**config.mk**
```make
export PLATFORM = sky130hd
export DESIGN_NAME = command_retry_queue_core_flat
export DESIGN_NICKNAME = d
export VERILOG_FILES = /design/src/hdl/crq_pkg.sv /design/src/hdl/crq_in_if.sv /design/src/hdl/crq_out_if.sv /design/src/hdl/crq_store.sv /design/src/hdl/command_retry_queue_core.sv /design/src/flat_wrapper.sv
export VERILOG_INCLUDE_DIRS = /design/src /design/src/hdl
export SDC_FILE = /design/constraint.sdc
export NUM_CORES = 1
export LEC_CHECK = 0
export ABC_AREA = 1
export BUFFER_PORTS_ARGS = -buffer_cell sky130_fd_sc_hd__buf_2
export CORE_ASPECT_RATIO = 0.8
export CORE_MARGIN = 2
export CORE_UTILIZATION = 45
export CTS_CLUSTER_DIAMETER = 100
export DETAILED_ROUTE_END_ITERATION = 10
export MAX_ROUTING_LAYER = met4
export PLACE_DENSITY = 0.64
export SYNTH_ARGS = -nofsm -noshare
export SYNTH_HDL_FRONTEND = slang
export SYNTH_SLANG_ARGS = --single-unit
```
**constraint.sdc**
```tcl
create_clock -name clk_i -period 12.2 [get_ports clk_i]
set_clock_uncertainty 0.1 [all_clocks]
set_input_delay 3.66 -clock clk_i [delete_from_list [all_inputs] [get_ports clk_i]]
set_output_delay 3.66 -clock clk_i [all_outputs]
set_load 0.05 [all_outputs]
```
**src/hdl/command_retry_queue_core_defines.svh**
```systemverilog
// ----------------------------------------------------------------------------
// Command retry queue assertion macros
// Assertion wrappers shared by the command retry queue RTL. Defining
// ASSERT_OFF removes every check.
// ----------------------------------------------------------------------------
`ifndef COMMAND_RETRY_QUEUE_CORE_DEFINES_SVH
`define COMMAND_RETRY_QUEUE_CORE_DEFINES_SVH

`ifndef ASSERT_OFF
// Clocked check, disabled while reset is asserted.
`define CRQ_ASSERT(name, prop, msg) \
  name: assert property (@(posedge clk_i) disable iff (!rst_ni) prop) else $error(msg);
// Clocked check that also holds during reset.
`define CRQ_ASSERT_NR(name, prop, msg) \
  name: assert property (@(posedge clk_i) prop) else $error(msg);
`else
`define CRQ_ASSERT(name, prop, msg)
`define CRQ_ASSERT_NR(name, prop, msg)
`endif

`endif

```
**src/hdl/crq_pkg.sv**
```systemverilog
// ----------------------------------------------------------------------------
// Command retry queue package
// Sizes, codes, entry layout and ring index helpers for the queue.
// ----------------------------------------------------------------------------
`timescale 1ns / 1ps

package crq_pkg;

  // Ring geometry: DEPTH slots, at most DEPTH-1 entries held.
  localparam int unsigned DEPTH = 8;
  localparam int unsigned IDX_W = (DEPTH > 1) ? $clog2(DEPTH) : 1;
  localparam logic [IDX_W-1:0] IDX_LAST = IDX_W'(DEPTH - 1);

  // Longest accepted payload, in bytes.
  localparam logic [11:0] MAX_LEN = 12'd256;

  typedef enum logic [2:0] {
    ACT_INS_TAIL  = 3'd0,
    ACT_INS_FRONT = 3'd1,
    ACT_TICK      = 3'd2,
    ACT_SEND_POLL = 3'd3,
    ACT_REPLY     = 3'd4
  } action_e;

  typedef enum logic [2:0] {
    EV_NOTHING   = 3'd0,
    EV_INSERTED  = 3'd1,
    EV_REJECTED  = 3'd2,
    EV_SENT      = 3'd3,
    EV_COMPLETED = 3'd4,
    EV_FAILED    = 3'd5,
    EV_RETRY     = 3'd6,
    EV_IGNORED   = 3'd7
  } event_e;

  // One queued command.
  typedef struct packed {
    logic [15:0] handle;
    logic [11:0] length;
    logic [15:0] timeout;
    logic [7:0]  retries;
  } entry_t;

  // Up to two slot writes per cycle (a front insert behind the active entry).
  typedef struct packed {
    logic             we0;
    logic [IDX_W-1:0] addr0;
    entry_t           data0;
    logic             we1;
    logic [IDX_W-1:0] addr1;
    entry_t           data1;
  } store_wr_t;

  function automatic logic [IDX_W-1:0] ring_next(input logic [IDX_W-1:0] idx);
    ring_next = (idx == IDX_LAST) ? '0 : idx + IDX_W'(1);
  endfunction

  function automatic logic [IDX_W-1:0] ring_prev(input logic [IDX_W-1:0] idx);
    ring_prev = (idx == '0) ? IDX_LAST : idx - IDX_W'(1);
  endfunction

endpackage

```
**src/hdl/crq_in_if.sv**
```systemverilog
// ----------------------------------------------------------------------------
// Command retry queue input channel
// Valid/ready channel carrying one action item into the queue.
// ----------------------------------------------------------------------------
`timescale 1ns / 1ps

interface crq_in_if;
  logic        valid;
  logic        ready;
  logic [2:0]  action;
  logic [15:0] cmd_handle;
  logic [11:0] cmd_length;
  logic [15:0] reply_timeout;
  logic [7:0]  retry_limit;
  logic        link_tx_idle;
  logic        link_rx_pending;
  logic        reply_accepted;

  modport source (
    output valid, action, cmd_handle, cmd_length, reply_timeout, retry_limit,
           link_tx_idle, link_rx_pending, reply_accepted,
    input  ready
  );

  modport sink (
    input  valid, action, cmd_handle, cmd_length, reply_timeout, retry_limit,
           link_tx_idle, link_rx_pending, reply_accepted,
    output ready
  );
endinterface

```
**src/hdl/crq_out_if.sv**
```systemverilog
// ----------------------------------------------------------------------------
// Command retry queue result channel
// Valid/ready channel carrying one result item out of the queue.
// ----------------------------------------------------------------------------
`timescale 1ns / 1ps

interface crq_out_if;
  logic        valid;
  logic        ready;
  logic [2:0]  event_res;
  logic [15:0] entry_handle;
  logic [11:0] entry_length;
  logic        awaiting_reply;
  logic        placed_behind_active;

  modport source (
    output valid, event_res, entry_handle, entry_length, awaiting_reply,
           placed_behind_active,
    input  ready
  );

  modport sink (
    input  valid, event_res, entry_handle, entry_length, awaiting_reply,
           placed_behind_active,
    output ready
  );
endinterface

```
**src/hdl/crq_store.sv**
```systemverilog
// ----------------------------------------------------------------------------
// Command retry queue entry store
// Flip-flop slot array with two write ports and one read at the ring head.
// ----------------------------------------------------------------------------
`timescale 1ns / 1ps

module crq_store (
  input  logic                          clk_i,
  input  crq_pkg::store_wr_t            wr_i,
  input  logic [crq_pkg::IDX_W-1:0]     rd_addr_i,
  output crq_pkg::entry_t               rd_data_o
);

  crq_pkg::entry_t slot_q [crq_pkg::DEPTH];

  // Slots hold payload only; contents are undefined until first written.
  always_ff @(posedge clk_i) begin
    if (wr_i.we0) begin
      slot_q[wr_i.addr0] <= wr_i.data0;
    end
    if (wr_i.we1) begin
      slot_q[wr_i.addr1] <= wr_i.data1;
    end
  end

  // Head entry read, used in the same cycle by the control logic.
  assign rd_data_o = slot_q[rd_addr_i];

endmodule

```
**src/hdl/command_retry_queue_core.sv**
```systemverilog
// ----------------------------------------------------------------------------
// Command retry queue core
// Master-side command ring with reply timeout and retry. Each action item
// (tail insert, front insert, tick, send poll, reply) is handled in the cycle
// it is accepted and gives exactly one result item, held in an output
// register. One item is taken per clock; the only limit on rate is the
// result register, which frees as soon as the sink takes its item, so a
// stalled sink stops the input after one item. There is no clearing pass
// after reset: the ring starts empty and slots are written before use.
// ----------------------------------------------------------------------------
`timescale 1ns / 1ps
`include "command_retry_queue_core_defines.svh"

module command_retry_queue_core (
  input  logic      clk_i,
  input  logic      rst_ni,
  crq_in_if.sink    cmd_i,
  crq_out_if.source res_o
);

  localparam int unsigned IW = crq_pkg::IDX_W;

  // Control state.
  logic [IW-1:0] head_q, head_d;
  logic [IW-1:0] tail_q, tail_d;
  logic [15:0]   cnt_q, cnt_d;
  logic          waiting_q, waiting_d;
  logic          behind_q, behind_d;

  // Result register.
  logic             out_valid_q;
  crq_pkg::event_e  ev_q, ev_d;
  logic [15:0]      oh_q, oh_d;
  logic [11:0]      ol_q, ol_d;
  logic             ow_q;
  logic             ob_q;

  logic               cmd_fire;
  crq_pkg::action_e   act;
  crq_pkg::entry_t    fresh;
  crq_pkg::entry_t    head_ent;
  crq_pkg::entry_t    head_dec;
  crq_pkg::store_wr_t wr;
  logic               ring_empty;
  logic               ring_full;
  logic               bad_insert;

  assign cmd_i.ready = !out_valid_q || res_o.ready;
  assign cmd_fire    = cmd_i.valid && cmd_i.ready;
  assign act         = crq_pkg::action_e'(cmd_i.action);

  assign fresh.handle  = cmd_i.cmd_handle;
  assign fresh.length  = cmd_i.cmd_length;
  assign fresh.timeout = cmd_i.reply_timeout;
  assign fresh.retries = cmd_i.retry_limit;

  assign ring_empty = (head_q == tail_q);
  assign ring_full  = (head_q == crq_pkg::ring_next(tail_q));
  assign bad_insert = (cmd_i.cmd_length == 12'd0) ||
                      (cmd_i.cmd_length > crq_pkg::MAX_LEN) || ring_full;

  crq_store u_store (
    .clk_i     (clk_i),
    .wr_i      (wr),
    .rd_addr_i (head_q),
    .rd_data_o (head_ent)
  );

  // Head entry with one retry used up.
  always_comb begin
    head_dec         = head_ent;
    head_dec.retries = head_ent.retries - 8'd1;
  end

  // Action decode: next state, slot writes and the result item.
  always_comb begin
    head_d    = head_q;
    tail_d    = tail_q;
    cnt_d     = cnt_q;
    waiting_d = waiting_q;
    behind_d  = behind_q;
    ev_d      = crq_pkg::EV_NOTHING;
    oh_d      = '0;
    ol_d      = '0;
    wr        = '0;

    unique case (act) inside
      crq_pkg::ACT_INS_TAIL, crq_pkg::ACT_INS_FRONT: begin
        if (bad_insert) begin
          ev_d = crq_pkg::EV_REJECTED;
        end else begin
          ev_d = crq_pkg::EV_INSERTED;
          oh_d = fresh.handle;
          ol_d = fresh.length;
          if (act == crq_pkg::ACT_INS_TAIL) begin
            wr.we0   = 1'b1;
            wr.addr0 = tail_q;
            wr.data0 = fresh;
            tail_d   = crq_pkg::ring_next(tail_q);
          end else begin
            head_d = crq_pkg::ring_prev(head_q);
            if (waiting_q) begin
              // Active entry moves one slot forward, the new one sits behind it.
              wr.we0   = 1'b1;
              wr.addr0 = crq_pkg::ring_prev(head_q);
              wr.data0 = head_ent;
              wr.we1   = 1'b1;
              wr.addr1 = head_q;
              wr.data1 = fresh;
              behind_d = 1'b1;
            end else begin
              wr.we0   = 1'b1;
              wr.addr0 = crq_pkg::ring_prev(head_q);
              wr.data0 = fresh;
              behind_d = 1'b0;
            end
          end
        end
      end

      crq_pkg::ACT_TICK: begin
        if (cnt_q != 16'd0) begin
          cnt_d = cnt_q - 16'd1;
        end
      end

      crq_pkg::ACT_SEND_POLL: begin
        if (!waiting_q) begin
          if (!ring_empty && cmd_i.link_tx_idle && !cmd_i.link_rx_pending) begin
            cnt_d     = head_ent.timeout;
            waiting_d = 1'b1;
            ev_d      = crq_pkg::EV_SENT;
            oh_d      = head_ent.handle;
            ol_d      = head_ent.length;
          end
        end else if (cnt_q == 16'd0) begin
          // Reply wait expired.
          if (!ring_empty) begin
            oh_d = head_ent.handle;
            ol_d = head_ent.length;
            if (head_ent.retries == 8'd0) begin
              ev_d   = crq_pkg::EV_FAILED;
              head_d = crq_pkg::ring_next(head_q);
            end else begin
              ev_d     = crq_pkg::EV_RETRY;
              wr.we0   = 1'b1;
              wr.addr0 = head_q;
              wr.data0 = head_dec;
            end
          end
          waiting_d = 1'b0;
        end
      end

      crq_pkg::ACT_REPLY: begin
        if (!waiting_q || ring_empty) begin
          ev_d = crq_pkg::EV_IGNORED;
        end else begin
          oh_d = head_ent.handle;
          ol_d = head_ent.length;
          if (cmd_i.reply_accepted) begin
            ev_d   = crq_pkg::EV_COMPLETED;
            head_d = crq_pkg::ring_next(head_q);
          end else if (head_ent.retries == 8'd0) begin
            ev_d   = crq_pkg::EV_FAILED;
            head_d = crq_pkg::ring_next(head_q);
          end else begin
            ev_d     = crq_pkg::EV_RETRY;
            wr.we0   = 1'b1;
            wr.addr0 = head_q;
            wr.data0 = head_dec;
          end
        end
        waiting_d = 1'b0;
      end

      default: begin
        ev_d = crq_pkg::EV_NOTHING;
      end
    endcase

    // Nothing changes unless an item is actually taken.
    if (!cmd_fire) begin
      wr.we0 = 1'b0;
      wr.we1 = 1'b0;
    end
  end

  // Queue control state.
  always_ff @(posedge clk_i or negedge rst_ni) begin
    if (!rst_ni) begin
      head_q    <= '0;
      tail_q    <= '0;
      cnt_q     <= '0;
      waiting_q <= 1'b0;
      behind_q  <= 1'b0;
    end else if (cmd_fire) begin
      head_q    <= head_d;
      tail_q    <= tail_d;
      cnt_q     <= cnt_d;
      waiting_q <= waiting_d;
      behind_q  <= behind_d;
    end
  end

  // Result valid flag.
  always_ff @(posedge clk_i or negedge rst_ni) begin
    if (!rst_ni) begin
      out_valid_q <= 1'b0;
    end else if (cmd_fire) begin
      out_valid_q <= 1'b1;
    end else if (res_o.ready) begin
      out_valid_q <= 1'b0;
    end
  end

  // Result payload, loaded with each accepted item.
  always_ff @(posedge clk_i) begin
    if (cmd_fire) begin
      ev_q <= ev_d;
      oh_q <= oh_d;
      ol_q <= ol_d;
      ow_q <= waiting_d;
      ob_q <= behind_d;
    end
  end

  assign res_o.valid                = out_valid_q;
  assign res_o.event_res            = ev_q;
  assign res_o.entry_handle         = oh_q;
  assign res_o.entry_length         = ol_q;
  assign res_o.awaiting_reply       = ow_q;
  assign res_o.placed_behind_active = ob_q;

  // A reply is only awaited for an entry that is still in the ring.
  `CRQ_ASSERT_NR(a_wait_nonempty, waiting_q |-> (head_q != tail_q), "waiting on empty ring")

  // A full ring turns any insert into a rejection.
  `CRQ_ASSERT(a_full_rejects,
    cmd_fire && ring_full &&
    (act == crq_pkg::ACT_INS_TAIL || act == crq_pkg::ACT_INS_FRONT) |=>
    out_valid_q && (ev_q == crq_pkg::EV_REJECTED),
    "insert into full ring not rejected")

  // A tick on a running countdown lowers it by exactly one.
  `CRQ_ASSERT(a_tick_dec,
    cmd_fire && (act == crq_pkg::ACT_TICK) && (cnt_q != 16'd0) |=>
    cnt_q == $past(cnt_q) - 16'd1,
    "tick did not decrement countdown")

  // The behind flag is only raised while a reply is awaited.
  `CRQ_ASSERT(a_behind_waiting, $rose(behind_q) |-> waiting_q, "behind flag set while idle")

  // A successful send leaves the master waiting for a reply.
  `CRQ_ASSERT(a_sent_waits,
    cmd_fire && (ev_d == crq_pkg::EV_SENT) |=> waiting_q && ow_q,
    "send did not enter reply wait")

endmodule

```
**src/flat_wrapper.sv**
```systemverilog
// flat-port wrapper written by rule: the top's interface ports become plain ports
module command_retry_queue_core_flat 
  (clk_i, rst_ni, cmd_i_valid, cmd_i_action, cmd_i_cmd_handle, cmd_i_cmd_length, cmd_i_reply_timeout, cmd_i_retry_limit, cmd_i_link_tx_idle, cmd_i_link_rx_pending, cmd_i_reply_accepted, cmd_i_ready, res_o_valid, res_o_event_res, res_o_entry_handle, res_o_entry_length, res_o_awaiting_reply, res_o_placed_behind_active, res_o_ready);
  crq_in_if cmd_i_i ();
  crq_out_if res_o_i ();
  input  logic clk_i;
  input  logic rst_ni;
  input wire logic [$bits(cmd_i_i.valid)-1:0] cmd_i_valid;
  input wire logic [$bits(cmd_i_i.action)-1:0] cmd_i_action;
  input wire logic [$bits(cmd_i_i.cmd_handle)-1:0] cmd_i_cmd_handle;
  input wire logic [$bits(cmd_i_i.cmd_length)-1:0] cmd_i_cmd_length;
  input wire logic [$bits(cmd_i_i.reply_timeout)-1:0] cmd_i_reply_timeout;
  input wire logic [$bits(cmd_i_i.retry_limit)-1:0] cmd_i_retry_limit;
  input wire logic [$bits(cmd_i_i.link_tx_idle)-1:0] cmd_i_link_tx_idle;
  input wire logic [$bits(cmd_i_i.link_rx_pending)-1:0] cmd_i_link_rx_pending;
  input wire logic [$bits(cmd_i_i.reply_accepted)-1:0] cmd_i_reply_accepted;
  output wire logic [$bits(cmd_i_i.ready)-1:0] cmd_i_ready;
  output wire logic [$bits(res_o_i.valid)-1:0] res_o_valid;
  output wire logic [$bits(res_o_i.event_res)-1:0] res_o_event_res;
  output wire logic [$bits(res_o_i.entry_handle)-1:0] res_o_entry_handle;
  output wire logic [$bits(res_o_i.entry_length)-1:0] res_o_entry_length;
  output wire logic [$bits(res_o_i.awaiting_reply)-1:0] res_o_awaiting_reply;
  output wire logic [$bits(res_o_i.placed_behind_active)-1:0] res_o_placed_behind_active;
  input wire logic [$bits(res_o_i.ready)-1:0] res_o_ready;
  assign cmd_i_i.valid = cmd_i_valid;
  assign cmd_i_i.action = cmd_i_action;
  assign cmd_i_i.cmd_handle = cmd_i_cmd_handle;
  assign cmd_i_i.cmd_length = cmd_i_cmd_length;
  assign cmd_i_i.reply_timeout = cmd_i_reply_timeout;
  assign cmd_i_i.retry_limit = cmd_i_retry_limit;
  assign cmd_i_i.link_tx_idle = cmd_i_link_tx_idle;
  assign cmd_i_i.link_rx_pending = cmd_i_link_rx_pending;
  assign cmd_i_i.reply_accepted = cmd_i_reply_accepted;
  assign cmd_i_ready = cmd_i_i.ready;
  assign res_o_valid = res_o_i.valid;
  assign res_o_event_res = res_o_i.event_res;
  assign res_o_entry_handle = res_o_i.entry_handle;
  assign res_o_entry_length = res_o_i.entry_length;
  assign res_o_awaiting_reply = res_o_i.awaiting_reply;
  assign res_o_placed_behind_active = res_o_i.placed_behind_active;
  assign res_o_i.ready = res_o_ready;
  command_retry_queue_core u_core (.clk_i(clk_i), .rst_ni(rst_ni), .cmd_i(cmd_i_i), .res_o(res_o_i));
endmodule
```
==> metrics.cfg, run 1 <==
[timing]
fin_ws_ps=3770
final_min_period_over_clock_period_pct=69.1
timing.setup.tns_ps=0
timing_hold_violations_final=0
max_freq_mhz=119
setup-violations-final=0
relSlewSlack_pct=22.8
tightest_pin_transition_ps=1160
timing.final.max_slew_violations=0
final.min_clock_period_ps=8430
grt_setup_unrepaired=false

[pwr]
p_sw_share_pct=38.3
switching_power_mw=1.92
p_int_mw=3.08
maximum_vdd_drop_v=0.000229
power.share.sequential_pct=38.0
power_leakage_nw=12.5
power_density_nw_per_um2=174
pwr-share-clk_pct=29.7
combPwrFrac_pct=32.3

[drt]
drcViolationCount=0
finalWirelength_mm=85.8
via_count=23013
detail_route.vias_per_cell=5.63
ant_nets=0
number_of_drc_violations_after_detailed_routing_iteration_0=2612
drt_first_pass_iters=6
wl_per_instance_um=21.0

[synth]
synth-edff-count=449
synth.ff_latch_count=474
synth_sequential_area_ratio_pct=53.3
yosys_most_used_dff=edfxtp_1
synthesis.area_um2=26500
netlist.area_leader.share_pct=50.9
synthesized_area_divided_by_synthesized_cell_count_um2=8.02
number_of_library_cell_types_mapped_by_synthesis=49
synth_area_leaders=edfxtp_1 51%, nand2_1 21%, o21ai_0 5.9%, nor2_1 4.6%, dfrtp_1 2.4%
synth.yosys.warnings=0
yosys.area.top_type=edfxtp_1
syn_inst=3301
synth_async_sr_flop_share_pct=5.27
synthesis.nets=3373

[global_routing]
grt_max_degree=203
groute.layer.met2.usage_pct=42.7
grt_overflow_total=0
grt_use_total_pct=29.0
grt_pass1_vias=21312
grt_pass1_wl_mm=130
grt-busiest-layer=met2
antenna_found_initial=1
grt.met3_usage_pct=6.09
grtUsageMet1_pct=39.9

[cells_and_area]
fill_cells=5578
layout_commonest_cell=nand2_1
numnets_final=3352
antenna-diode-count=0
area_growth_syn_to_layout_pct=8.78
fraction_of_final_layout_cells_with_drive_strength_greater_than_1_pct=8.83
fin_cells=4087
layout_common_cells=1452 x nand2_1, 449 x edfxtp_1, 321 x nor2_1

[critical_path]
critPathKind=in -> reg
worst-r2r-setup-slack_ps=5060
r2r-start=u_core.head_q[1]$_DFFE_PN0P_
crit_path_start=cmd_i_cmd_length[6]
cp-endpoint=u_core.u_store.slot_q[1][26]$_DFFE_PP_
critPathRequiredTime_ps=12330
critPathArrivalTime_ps=8560
reg2reg_depth=10
cp_max_fo=69
worst_r2r_endpoint=u_core.u_store.slot_q[1][26]$_DFFE_PP_
worst_setup_path_start_kind=input pin
crit_path_end_kind=flip-flop

[floorplan]
dieWidth_um=275
initial_utilization_pct=45.5
core_area_um2=58100
fp.dieArea_um2=60800
die_height_um=221
ioPinCount=97
placementRows=79

[clock_network]
max-clock-path-buffers=3
worst_setup_hold_path_clk_slew_ps=60
tritoncts_num_sinks=474
worstSkewPairLatency_ps=610
cts.repair_timing.setup_buffer_count=0
tritoncts=built
clock-root-buffer=clkbuf_16
cts-buffers-inserted=51
gates_resized_cts_repair=0
hold_buffers=0
cts_max_level=2

[flow_run]
max-cap-violations=0

[placed_design]
gp_routability_congestion=0.835
dpl.hpwl_mm=43.8
place_ws_ps=3280
dp.cells=3996
portBuffers=96

[min_path]
timing.hold.worst.class=reg -> reg

[run_status]
run_status=completed

kinds of logic (layout without fill, tap and decap cells):
group           after synthesis  in the layout  synth area share (%)
buf+inv                     371            388                  6.15
compound gates              485            485                  10.2
fa+ha+maj                    10             10                 0.473
flops                       474            474                  53.3
simple gates               1939           1939                  29.2
xor+xnor                     22             22                 0.728
power by group through the flow:
stage	clock, mW	combinational (mW)	sequential, mW
final	1.48	1.61	1.90
after global routing	1.56	1.79	1.91
after CTS	1.50	1.59	1.90
after detailed placement	0	1.58	1.93
after global placement	0	1.57	1.93
after floorplan	0	1.17	1.91
metal layers:
| metal | routed length, um | vias up |
|---|---|---|
| li1 | - | 10759 |
| met1 | 35800 | 10828 |
| met2 | 37800 | 1270 |
| met3 | 9620 | 156 |
| met4 | 2550 | 0 |
| met5 | 0 | - |
cell usage after synthesis, types with 7 or more instances:
cell      number
nand2_1     1466
edfxtp_1     449
nor2_1       321
o21ai_0      310
inv_1        162
buf_2         91
clkbuf_1      79
o22ai_1       69
nand3_1       68
o21ai_1       26
dfrtp_1       25
nand2_2       21
xor2_1        20
nor3_2        18
a21oi_1       14
buf_4         14
o21a_1        14
o211ai_1      13
nor3_1        12
ha_1          10
buf_6          9
a21boi_0       8
o21ai_2        8
inv_2          7
nand4_1        7
nor2_4         7
state kept, by name (all words and copies together), names as in the netlist:
signal	cells
u_core.behind_q	1
u_core.cnt_q	16
u_core.head_q	3
u_core.res_o.awaiting_reply	1
u_core.res_o.entry_handle	16
u_core.res_o.entry_length	12
u_core.res_o.event_res	3
u_core.res_o.placed_behind_active	1
u_core.res_o.valid	1
u_core.tail_q	3
u_core.u_store.slot_q	416
u_core.waiting_q	1
critical path, stage by stage:
cell	delay [ps]
buf_2	100
inv_1	220
nand3_1	150
nor3_1	190
xnor2_1	170
buf_4	270
nand4_4	640
nor2_4	380
nand2_4	160
nor2_8	940
inv_2	690
nand2_4	910
worst min path at each step:
stage	from	endpoint	slack, ps	cells past startpoint
after floorplan	u_core.behind_q$_DFFE_PN0P_	u_core.behind_q$_DFFE_PN0P_	350	2
after global placement	u_core.behind_q$_DFFE_PN0P_	u_core.behind_q$_DFFE_PN0P_	370	2
final	u_core.behind_q$_DFFE_PN0P_	u_core.behind_q$_DFFE_PN0P_	390	2
after CTS	u_core.behind_q$_DFFE_PN0P_	u_core.behind_q$_DFFE_PN0P_	390	2
after global routing	u_core.behind_q$_DFFE_PN0P_	u_core.behind_q$_DFFE_PN0P_	430	2
after detailed placement	u_core.behind_q$_DFFE_PN0P_	u_core.behind_q$_DFFE_PN0P_	370	2
through the flow:
step | total power, mW | hold slack [ps] | util [%] | cell area (um^2)
5_1_grt | 5.26 | 434 | 49.5 | 28800
3_3_place_gp | 3.50 | 372 | 46.9 | 27300
3_5_place_dp | 3.51 | 373 | 46.9 | 27300
4_1_cts | 4.98 | 388 | 49.5 | 28800
6_report | 5.00 | 387 | 49.5 | 28800
2_1_floorplan | 3.08 | 353 | - | 26500
final cells by class:
class,instances,area (um^2),share of cell area [%]
multi-input combinational,2456,10800,37.6
sequential,474,14100,49.0
tap,769,962,3.34
clock inverter,24,153,0.530
inverter,172,656,2.28
clock buffer,67,1380,4.78
timing repair buffer,125,711,2.47
(Power assumes the default switching activity.)
==> run 2, diff against run 1 <==
- clock period: 12.2 -> 8.4 ns (I/O delays scaled with it)
==> metrics.cfg, run 2 (synthesis results as in run 1) <==
[timing]
final_min_period_over_clock_period_pct=77.9
max_freq_mhz=153
grt_setup_unrepaired=false
holdWs_ps=391
setup-violations-final=0
timing.setup.tns_ps=0
tightest_pin_transition_ps=1120
timing_hold_violations_final=0
final.min_clock_period_ps=6540
relSlewSlack_pct=25.2
timing.final.max_slew_violations=0
fin_ws_ps=1860

[pwr]
maximum_vdd_drop_v=0.000157
post-layout-total-power_mw=7.40
power_leakage_nw=12.6
power_density_nw_per_um2=255

[critical_path]
cp_max_fo=66
crit_path_end_kind=flip-flop
critPathRequiredTime_ps=8660
cp_slowest_cell=clkinv_2
critPathArrivalTime_ps=6800
r2r-start=u_core.head_q[1]$_DFFE_PN0P_
critPathKind=reg -> reg
critical_path.cell_chain=clkinv_2, o21ai_0, o22ai_1, nand2_1, o21ai_0, inv_1, ha_1, nand2_1, nor2_1, nand2_2, nand3_1, nand2_2, inv_2, nand2_2, nand2_1, nand2_1, nand2_1, nand2_1
timing.critical_path.max_delay_family=simple AND/OR/NAND/NOR gates
worstPathBufferInverterCount=3
crit_path_start=u_core.head_q[1]$_DFFE_PN0P_
timing.critical_path.slowest_cell_delay_ps=1040
critical-path-top-cell-by-count=nand2_1
worst_setup_path_start_kind=flip-flop

[placed_design]
dpl.hpwl_mm=45.3
portBuffers=96
place_area_um2=27300
place_ws_ps=1620
gp_routability_congestion=0.918

[drt]
via_count=23052
drcViolationCount=0
number_of_drc_violations_after_detailed_routing_iteration_0=3130
wl_per_instance_um=20.8
ant_nets=0
finalWirelength_mm=85.2
drt_first_pass_iters=6
detail_route.vias_per_cell=5.63

[global_routing]
antenna_found_initial=1
grt_pass1_wl_mm=128
grt_max_degree=89
grt_pass1_vias=20956
grt_overflow_total=0
grt_use_total_pct=28.5

[clock_network]
tritoncts=built
worstSkewPairLatency_ps=610
worst_setup_hold_path_clk_slew_ps=60
clock-root-buffer=clkbuf_16
gates_resized_cts_repair=0
hold_buffers=0
max-clock-path-buffers=3
cts-buffers-inserted=50
tritoncts_num_sinks=474
cts_max_level=2
cts.repair_timing.setup_buffer_count=0

[floorplan]
fp.dieArea_um2=60800
core_area_um2=58100
initial_utilization_pct=45.5
ioPinCount=97
dieWidth_um=275
die_height_um=221
placementRows=79

[cells_and_area]
largest_register_ff_count=416
numnets_final=3358
multiInputGateArea_um2=10800
seqCellArea_um2=14100
layout.cell_area.non_filler_um2=29000
fraction_of_final_layout_cells_with_drive_strength_greater_than_1_pct=9.23
largest_register=u_core.u_store.slot_q
layout_commonest_cell=nand2_1
area_growth_syn_to_layout_pct=9.48
layout_common_cells=1452 x nand2_1, 449 x edfxtp_1, 321 x nor2_1
fill_cells=5488

[min_path]
hold_start=u_core.behind_q$_DFFE_PN0P_
timing.hold.worst.class=reg -> reg

[run_status]
run_status=completed

[flow_run]
max-cap-violations=0

[run 2: final timing paths]
check / slack (ps) / depth (start not counted) / to
worst max-delay path: 1860 / 18 / u_core.u_store.slot_q[1][25]$_DFFE_PP_
worst min-delay path: 390 / 2 / u_core.behind_q$_DFFE_PN0P_
worst max register to register: 1860 / 18 / u_core.u_store.slot_q[1][25]$_DFFE_PP_
worst min register to register: 390 / 2 / u_core.behind_q$_DFFE_PN0P_
max in group asynchronous: 5830 / 1 / u_core.head_q[0]$_DFFE_PN0P_
min in group asynchronous: 1860 / 1 / u_core.cnt_q[13]$_DFFE_PN0P_
[run 2: cell type report]
type | instances | area share (%)
Inverter | 172 | 2.26
Clock buffer | 66 | 4.84
Tap cell | 769 | 3.32
Multi-Input combinational cell | 2456 | 37.3
Antenna cell | 1 | 0.00863
Clock inverter | 26 | 0.894
Sequential cell | 474 | 48.7
Timing Repair Buffer | 132 | 2.63
[run 2: stage by stage]
step	util [%]	cells
finish	49.9	4096
global route	49.9	4096
CTS	49.9	4095
detailed placement	47.0	4003
global placement	47.0	4003
floorplan	-	3301
[run 2: power breakdown]
part           leakage [nW]  internal [mW]  total [mW]  switching [mW]
sequential             4.79           2.64        2.76           0.124
clock                 0.822           1.32        2.29           0.966
combinational          7.03          0.653        2.35            1.69
total                  12.6           4.61        7.40            2.78
[run 2: tightest hold or removal path: cells and delay by family (launching register included)]
family | cells | cell delay (ps)
AO/OA/AOI/OAI | 1 | 60
AND/OR/NAND/NOR | 1 | 50
flip-flops | 1 | 350
[run 2: routing by layer]
| metal | up-vias | wire [um] | GRT usage (%) | share of wire, % |
|---|---|---|---|---|
| met1 | 10772 | 36700 | 41.9 | 43 |
| met5 | - | 0 | - | 0 |
| met4 | 0 | 2610 | 8.91 | 3.1 |
| li1 | 10762 | - | - | - |
| met3 | 175 | 9610 | 4.54 | 11 |
| met2 | 1343 | 36300 | 40.4 | 43 |
